`config.mk`:
```
export PLATFORM = sky130hd
export DESIGN_NAME = fsp8_alu
export DESIGN_NICKNAME = d
export VERILOG_FILES = /design/src/sv/fsp8_pkg.sv /design/src/sv/fsp8_alu.sv
export SDC_FILE = /design/constraint.sdc
export NUM_CORES = 1
export LEC_CHECK = 0
export ABC_AREA = 1
export BUFFER_PORTS_ARGS = -buffer_cell sky130_fd_sc_hd__buf_2
export CAP_MARGIN = 20
export CORE_MARGIN = 2
export CORE_UTILIZATION = 66
export DETAILED_ROUTE_END_ITERATION = 12
export GPL_ROUTABILITY_DRIVEN = 0
export PLACE_DENSITY = 0.89
export SLEW_MARGIN = 20
export SYNTH_ARGS = -nofsm -noshare
export SYNTH_HDL_FRONTEND = slang
export SYNTH_SLANG_ARGS = --single-unit
export TNS_END_PERCENT = 50
```
`constraint.sdc`:
```
create_clock -name vclk -period 12.2
set_input_delay 2.44 -clock vclk [all_inputs]
set_output_delay 2.44 -clock vclk [all_outputs]
set_load 0.005 [all_outputs]
```
`src/sv/fsp8_pkg.sv`:
```
package fsp8_pkg;

   localparam int COUNTER_BITS = 32;
   localparam int NUM_COUNTERS = 10;

   // item operations
   typedef enum logic [2:0] {
      OP_WR_IMEM = 3'd0,
      OP_WR_DMEM = 3'd1,
      OP_WR_REG  = 3'd2,
      OP_RD_DMEM = 3'd3,
      OP_RD_REG  = 3'd4,
      OP_RD_CNT  = 3'd5,
      OP_START   = 3'd6,
      OP_STEP    = 3'd7
   } op_type;

   // instruction opcodes
   localparam logic [3:0] OPC_ADD  = 4'd0;
   localparam logic [3:0] OPC_SUB  = 4'd1;
   localparam logic [3:0] OPC_MUL  = 4'd2;
   localparam logic [3:0] OPC_INC  = 4'd3;
   localparam logic [3:0] OPC_AND  = 4'd4;
   localparam logic [3:0] OPC_OR   = 4'd5;
   localparam logic [3:0] OPC_XOR  = 4'd6;
   localparam logic [3:0] OPC_NOT  = 4'd7;
   localparam logic [3:0] OPC_SLLI = 4'd8;
   localparam logic [3:0] OPC_SRLI = 4'd9;
   localparam logic [3:0] OPC_LI   = 4'd10;
   localparam logic [3:0] OPC_LD   = 4'd11;
   localparam logic [3:0] OPC_ST   = 4'd12;
   localparam logic [3:0] OPC_JMP  = 4'd13;
   localparam logic [3:0] OPC_BEQZ = 4'd14;
   localparam logic [3:0] OPC_HLT  = 4'd15;

   // statistics counter indexes
   localparam logic [3:0] CNT_ARITH  = 4'd0;
   localparam logic [3:0] CNT_LOGIC  = 4'd1;
   localparam logic [3:0] CNT_SHIFT  = 4'd2;
   localparam logic [3:0] CNT_MEM    = 4'd3;
   localparam logic [3:0] CNT_LI     = 4'd4;
   localparam logic [3:0] CNT_CTRL   = 4'd5;
   localparam logic [3:0] CNT_HALT   = 4'd6;
   localparam logic [3:0] CNT_CYCLES = 4'd7;
   localparam logic [3:0] CNT_DSTALL = 4'd8;
   localparam logic [3:0] CNT_CSTALL = 4'd9;

   typedef struct packed {
      logic [3:0] opcode;
      logic [3:0] rd;
      logic [7:0] a;
      logic [7:0] b;
      logic [7:0] imm;
      logic       dependency;
      logic       jump;
   } dec_latch_type;

   typedef struct packed {
      logic [3:0] opcode;
      logic [3:0] rd;
      logic [7:0] alu_out;
   } ex_latch_type;

   typedef struct packed {
      logic [3:0] opcode;
      logic [3:0] rd;
      logic [7:0] lmd;
   } mem_latch_type;

   // operands handed to the alu
   typedef struct packed {
      logic [3:0] opcode;
      logic [7:0] a;
      logic [7:0] b;
      logic [7:0] pc;
   } alu_req_type;

endpackage

```
`src/sv/fsp8_alu.sv`:
```
module fsp8_alu import fsp8_pkg::*; (
   input  alu_req_type alu_req,
   output logic [7:0]  alu_result
);

   logic [15:0] product;

   assign product = {8'd0, alu_req.a} * {8'd0, alu_req.b};

   // result wraps to 8 bits
   always_comb begin
      case (alu_req.opcode)
         OPC_ADD, OPC_LD, OPC_ST: alu_result = alu_req.a + alu_req.b;
         OPC_SUB:  alu_result = alu_req.a - alu_req.b;
         OPC_MUL:  alu_result = product[7:0];
         OPC_INC:  alu_result = alu_req.a + 8'd1;
         OPC_AND:  alu_result = alu_req.a & alu_req.b;
         OPC_OR:   alu_result = alu_req.a | alu_req.b;
         OPC_XOR:  alu_result = alu_req.a ^ alu_req.b;
         OPC_NOT:  alu_result = ~alu_req.a;
         OPC_SLLI: alu_result = (alu_req.b < 8'd8) ? (alu_req.a << alu_req.b[2:0]) : 8'd0;
         OPC_SRLI: alu_result = (alu_req.b < 8'd8) ? (alu_req.a >> alu_req.b[2:0]) : 8'd0;
         OPC_BEQZ: alu_result = (alu_req.a == 8'd0) ?
                                (alu_req.pc + {alu_req.b[6:0], 1'b0}) : alu_req.pc;
         default:  alu_result = 8'd0;
      endcase
   end

endmodule

```
== Word-level counts from Yosys, hierarchy flattened ==
Index checks and enable logic that the tools add are counted.
Widths: inputs -> output; s select.

* Register bits: 0
* Input bits: 28
* Word-level logic and storage cells: 31
* Output and inout bits: 8

* Bitwise logic cells: 4
* Muxes and demuxes: 4
* Shift-type cells: 2
* Multiply operators: 1
* Reduce and logical (&&, ||, !) cells: 3
* Equality and inequality tests: 12
* $lt $le $gt $ge: 1
* $add $sub $neg: 4

{| class="wikitable"
|+ Operator list
! kind !! count
|-
| $pmux 8 s11 || 1
|-
| $mux 8 || 3
|-
| $eq 4x4->1 const B || 5
|-
| $add 8x8->8 || 2
|-
| $eq 4x3->1 const B || 4
|-
| $add 8x1->8 const B || 1
|-
| $and 8x8->8 || 1
|-
| $eq 4x2->1 const B || 2
|-
| $logic_not 8->1 || 1
|-
| $lt 8x4->1 const B || 1
|-
| $mul 8x8->8 || 1
|-
| $not 8->8 || 1
|-
| $or 8x8->8 || 1
|-
| $shl 8x3->8 || 1
|-
| $shr 8x3->8 || 1
|-
| $sub 8x8->8 || 1
|-
| $xor 8x8->8 || 1
|-
| $eq 4x1->1 const B || 1
|-
| $logic_not 4->1 || 1
|-
| $reduce_or 3->1 || 1
|}

== Logic depth before layout (Yosys ltp) ==
Gate-level depths: netlist of the first run.

* Depth after elaboration: 3
* Mapped depth: 22

== Worst setup path after synthesis of the first run ==
No wires, ideal clock.

* Path kind: input to output
* Start: input port alu_req[10] in the netlist's numbering
* End: output port alu_result[7]
* Setup slack: 4073 ps
* Stages on the path: 18
* Path buffers: 2
* Required time: 9760 ps
* Arrival: 5687 ps
* Cells stage by stage: buf_6 > clkbuf_1 > nand2_1 > fa_1 > inv_1 > fa_1 > inv_1 > fa_1 > fa_1 > inv_1 > ha_1 > inv_1 > o21bai_1 > a31oi_1 > inv_1 > nand3_1 > nand3_1 > nand2_1

* Word-level cells in the longest chain between the ends: 3

{| class="wikitable"
|+ Ends and longest elaborated chain
! item !! line !! text
|-
| from (decl) || fsp8_alu.sv:2 || <nowiki>input alu_req_type alu_req,</nowiki>
|-
| branches (longest 2 deep; another with $mul 8x8->8) || -- ||
|-
| $pmux 8 s11 * || fsp8_alu.sv:12 || <nowiki>case (alu_req.opcode)</nowiki>
|-
| to (decl) || fsp8_alu.sv:3 || <nowiki>output logic [7:0] alu_result</nowiki>
|}

Every way passes the cells marked *.

== Worst setup path in the final report of the first run ==
* Start: input port alu_req[10] in the netlist's numbering
* End: output port alu_result[5]

The elaborated chain is that of the path after synthesis.

==> summary.txt, run 1 <==
Status - finished clean
Post-CTS Setup Bufs - 0
Critical-path top delay cell - fa_1
Antenna violations before repair - 0
Final net count - 673
Setup CP Type - primary input to output port
CP Data Arrival Time - 6.25 ns
Placed wire-length estimate - 7190 µm
Post_cts resized - 0
Share of layout cells above drive strength 1 - 11.2%
Synthesized area per cell - 5.63 µm²
Final period utilization - 71.3%
Die Y - 73.2 µm
Post-layout minimum cycle time - 8.69 ns
Reg area - 0 µm²
Vias/cell - 5.79
FF+latch count - 0
Setup-failing EPs final - 0
Initial core utilization - 67.9%
Number of max-cap violations - 0
Hold Buf Count CTS - 0
Antenna diodes - 0
Switching Fraction - 63.2%
Final Hold Fails - 0
Leak Pwr - 2.06 nW
Sw power - 0.0975 mW
Seq/Total Area, Yosys - 0%
Setup crit start kind - primary input
Post-Syn Instances - 562
Slew at the pin closest to its max-slew limit - 0.687 ns
Placed Area - 3310 µm²
Combinational power share - 100.0%
Crit-path cells - buf_2 > ha_1 > inv_1 > fa_1 > inv_1 > fa_1 > ha_1 > inv_1 > fa_1 > inv_1 > ha_1 > or2_2 > nand3_1 > nand4_1 > a21oi_1 > nand3_1 > buf_2
Worst Path Required - 9.76 ns
Total negative setup slack - 0 ns
IO Port Bufs - 36
Critical path endpoint category - output port
Overall power - 0.154 mW
Largest net degree at the start of global routing - 25
Int Pwr - 0.0569 mW
Final instance area - 3310 µm²
Post-synth cell types - 42
Iter 0 DRT Violations - 288
Routed WL - 8980 µm
Fill cell count - 459
First-pass GRT wire length - 14,900 µm
GRT overflow - 0
Top post-synthesis cells by count - nand2_1, inv_1, ha_1
Slew headroom - 54.0%
RSZ-0062 raised after global routing - no
Min-delay worst type - primary input to output port
Clock buffer cells - 0
Worst hold stages - 4
ANT nets after route - 0
Max VDD drop - 23.8 µV
Via count - 3,682
Routed length per instance - 14.1 µm
Vias in the first global route - 3,370
Die Footprint - 5360 µm²
Gr usage total - 34.7%
Critical Path Most Common Cell - inv_1
Fin Hold WS - 5.20 ns
Site Rows - 25
Area share of the largest cell type after synthesis - 21.4%
Hold endpoint - alu_result[0]
DRC - 0
Setup ws final - 3.51 ns
I/O pin count - 36
Clock network power share - 0%
CP peak stage delay - 0.53 ns
Sequential Power Share - 0%
Buf/Inv on CP - 6
Area grow syn2layout - 4.59%
Dominant cell by count in the synthesized netlist - nand2_1
PD cells - 46.6 nW/µm²
Ys Warns - 0
Largest area contributor in the netlist - nand2_1
First-pass detailed-route iteration total - 6
Die W - 73.2 µm
Final slew viol count - 0
Dominant cells by area after synthesis - nand2_1, ha_1, inv_1
Critical Path Fanout Max - 18
Dpl ws - 3.54 ns
Synthesized net count - 651
Hold path start - alu_req[0]
Post-Syn Area - 3160 µm²
Fmax - 0.115 GHz
Core area - 4660 µm²
CP delay by family, top - adder cells
==> power groups by stage <==
| stage | Combinational [mW] | Sequential, mW | Clock, mW |
|---|---|---|---|
| after CTS | 0.153 | 0 | 0 |
| after detailed placement | 0.151 | 0 | 0 |
| after global placement | 0.144 | 0 | 0 |
| after floorplan | 0.111 | 0 | 0 |
| final | 0.154 | 0 | 0 |
| after global routing | 0.176 | 0 | 0 |
==> area by class of cell <==
| cell class | count | area (µm²) | share of cell area, % |
|---|---|---|---|
| well taps | 54 | 67.6 | 2.04 |
| multi-input cells | 434 | 2640 | 79.8 |
| repair buffers | 36 | 180 | 5.44 |
| inverters | 112 | 420 | 12.7 |
==> stage by stage <==
step | instances | utilization [%]
after detailed placement | 636 | 71.0
final | 636 | 71.0
after CTS | 636 | 71.0
after global routing | 636 | 71.0
after global placement | 636 | 71.0
after floorplan | 562 | -
==> cell usage in the layout (no fill, tap or decap), types with 3 or more instances in the layout <==
cell type	n
nor2_1	39
nand3_1	40
ha_1	47
nor2_4	3
o21ai_0	30
fa_1	14
o22ai_1	4
nand4_1	9
nand2_2	5
a21oi_1	19
nand2_1	180
a31oi_1	4
buf_2	36
nor3_4	3
o21ai_1	6
inv_2	9
inv_1	103
==> kinds of logic after synthesis <==
logic type	after synthesis	synth area share, %
AO/OA/AOI/OAI	79	14.3
XOR/XNOR	4	1.11
adder cells (fa/ha/maj)	61	27.4
buffers and inverters	128	16.5
AND/OR/NAND/NOR	290	40.6
==> per-layer routing <==
layer | global-route usage (%) | vias up | share of wire [%]
met5 | 0 | - | 0
met4 | 6.79 | 0 | 1.3
li1 | - | 1818 | -
met1 | 45.3 | 1672 | 42
met3 | 4.56 | 19 | 8.4
met2 | 61.1 | 173 | 48
==> tightest hold or removal path, cell delays in order <==
cell      delay (ns)
buf_2           0.08
a221oi_1        0.07
nand3_1         0.06
buf_2           0.10
==> worst max-delay path by stage <==
| stage | cells after the start | startpoint | slack, ns | endpoint |
|---|---|---|---|---|
| after floorplan | 18 | alu_req[10] | 4.07 | alu_result[7] |
| after global placement | 17 | alu_req[10] | 3.64 | alu_result[5] |
| after detailed placement | 17 | alu_req[10] | 3.54 | alu_result[5] |
| after CTS | 17 | alu_req[10] | 3.52 | alu_result[5] |
| after global routing | 17 | alu_req[10] | 3.27 | alu_result[5] |
| final | 17 | alu_req[10] | 3.51 | alu_result[5] |
(Power assumes the default switching activity.)
==> run 2: changes to the inputs <==
--- a/config.mk
+++ b/config.mk
@@ -9,10 +9,10 @@
 export BUFFER_PORTS_ARGS = -buffer_cell sky130_fd_sc_hd__buf_2
 export CAP_MARGIN = 20
 export CORE_MARGIN = 2
-export CORE_UTILIZATION = 66
+export CORE_UTILIZATION = 63
 export DETAILED_ROUTE_END_ITERATION = 12
 export GPL_ROUTABILITY_DRIVEN = 0
-export PLACE_DENSITY = 0.89
+export PLACE_DENSITY = 0.85
 export SLEW_MARGIN = 20
 export SYNTH_ARGS = -nofsm -noshare
 export SYNTH_HDL_FRONTEND = slang
==> constraint.sdc (replaced) <==
create_clock -name vclk -period 8.1
set_input_delay 1.62 -clock vclk [all_inputs]
set_output_delay 1.62 -clock vclk [all_outputs]
set_load 0.005 [all_outputs]
==> run 2 against run 1 <==
  * Die area increased by 4.5%
  * Non-clock buffer count unchanged
  * Final cell count increased by 2.0%
  * Global-route usage decreased by 2.4 points
  * Core utilization decreased by 1.5 points
  * Via count decreased by 2.1%
  * First-iteration DRC count increased by 25%
  * Critical endpoint unchanged
==> summary.txt, run 2 (synthesized netlist as in run 1, its figures left out) <==
Min-delay worst type - primary input to output port
Iter 0 DRT Violations - 361 (+25%)
First-pass GRT wire length - 14,300 µm (-4.3%)
ANT nets after route - 0 (unchanged)
Largest net degree at the start of global routing - 25 (unchanged)
Post-layout minimum cycle time - 7.12 ns
FF+latch count - 0 (unchanged)
Fin Hold WS - 3.56 ns (-1.64 ns)
Vias/cell - 5.55 (-4.1%)
Final net count - 673 (unchanged)
Setup-failing EPs final - 0 (unchanged)
Die W - 74.9 µm (+2.2%)
Final slew viol count - 0 (unchanged)
Number of max-cap violations - 0 (unchanged)
Critical Path Fanout Max - 18 (unchanged)
Setup CP Type - primary input to output port
Area grow syn2layout - 5.10%
RSZ-0062 raised after global routing - no
IO Port Bufs - 36 (unchanged)
Reg area - 0 µm² (unchanged)
Antenna diodes - 0 (unchanged)
Hold Buf Count CTS - 0 (unchanged)
Fmax - 0.141 GHz
Final period utilization - 87.8%
Fin cells - 649 (+2.0%)
Leak Pwr - 2.06 nW (unchanged)
Slew headroom - 50.8% (-3.2 points)
Worst Path Required - 6.48 ns (-3.28 ns)
Post-CTS Setup Bufs - 0 (unchanged)
Die Footprint - 5610 µm² (+4.5%)
PD cells - 68.5 nW/µm² (+47%)
Antenna violations before repair - 0 (unchanged)
Final Hold Fails - 0 (unchanged)
Max VDD drop - 46.6 µV (+96%)
Vias in the first global route - 3,130 (-7.1%)
Placed wire-length estimate - 7000 µm (-2.7%)
I/O pin count - 36 (unchanged)
Die Y - 74.9 µm (+2.2%)
Routed length per instance - 13.3 µm (-5.6%)
CP Data Arrival Time - 5.50 ns (-0.75 ns)
Site Rows - 25 (unchanged)
Slew at the pin closest to its max-slew limit - 0.735 ns (+0.0476 ns)
Fill cell count - 470 (+2.4%)
Routed WL - 8650 µm (-3.7%)
GRT overflow - 0 (unchanged)
Setup crit start kind - primary input
Initial core utilization - 66.1% (-1.8 points)
DRC - 0 (unchanged)
Post_cts resized - 0 (unchanged)
Critical path endpoint category - output port
First-pass detailed-route iteration total - 5 (-1)
Clock buffer cells - 0 (unchanged)
Commonest cells after routing, fill and taps aside - nand2_1, inv_1, ha_1
Commonest non-fill, non-tap cell in the layout - nand2_1
Total negative setup slack - 0 ns (unchanged)
Status - finished clean
Gr usage total - 32.4% (-2.4 points)
Via count - 3,604 (-2.1%)
Core area - 4790 µm² (+2.7%)
Share of layout cells above drive strength 1 - 11.2% (unchanged)
Dpl cells - 649 (+2.0%)
run 2: cell counts in the layout (fill, tap and decap cells not counted):
Identical to the previous run, type by type.
run 2: final cells by class:
| type | instances | area, µm² | share of cell area (%) |
|---|---|---|---|
| multi-input cells | 434 | 2640 | 79.4 |
| well taps | 67 | 83.8 | 2.52 |
| inverters | 112 | 420 | 12.6 |
| repair buffers | 36 | 180 | 5.42 |
run 2: worst max-delay path: stages:
cell and delay [ns]:
buf_2 0.38, ha_1 0.25, inv_1 0.06, fa_1 0.41, inv_1 0.09, fa_1 0.44, ha_1 0.30, inv_1 0.05
fa_1 0.53, inv_1 0.04, ha_1 0.32, or2_2 0.29, nand3_1 0.11, nand4_1 0.12, a21oi_1 0.23, nand3_1 0.10
buf_2 0.14
run 2: stage by stage:
| stage | setup WS [ns] | power (mW) | instance area [µm²] | utilization, % |
|---|---|---|---|---|
| floorplan | 1.61 | 0.168 | 3160 | - |
| global placement | 1.17 | 0.216 | 3330 | 69.5 |
| detailed placement | 1.05 | 0.224 | 3330 | 69.5 |
| CTS | 1.04 | 0.226 | 3330 | 69.5 |
| global route | 0.825 | 0.263 | 3330 | 69.5 |
| finish | 0.985 | 0.228 | 3330 | 69.5 |
run 2: where the power goes:
part	internal, mW	switching [mW]	total [mW]
combinational	0.0845	0.143	0.228
clock	0	0	0
sequential	0	0	0
total	0.0845	0.143	0.228
run 2: metal layers:
layer	GRT usage [%]	wire length, µm	vias up
met1	47.6	3950	1614
met4	3.77	86	0
met2	55.2	3980	164
li1	-	-	1812
met5	0	0	-
met3	0.134	637	14
run 2: final timing paths:
| kind | start | to | cells past startpoint | slack [ns] |
|---|---|---|---|---|
| max | alu_req[10] | alu_result[5] | 17 | 0.98 |
| min | alu_req[0] | alu_result[0] | 4 | 3.56 |
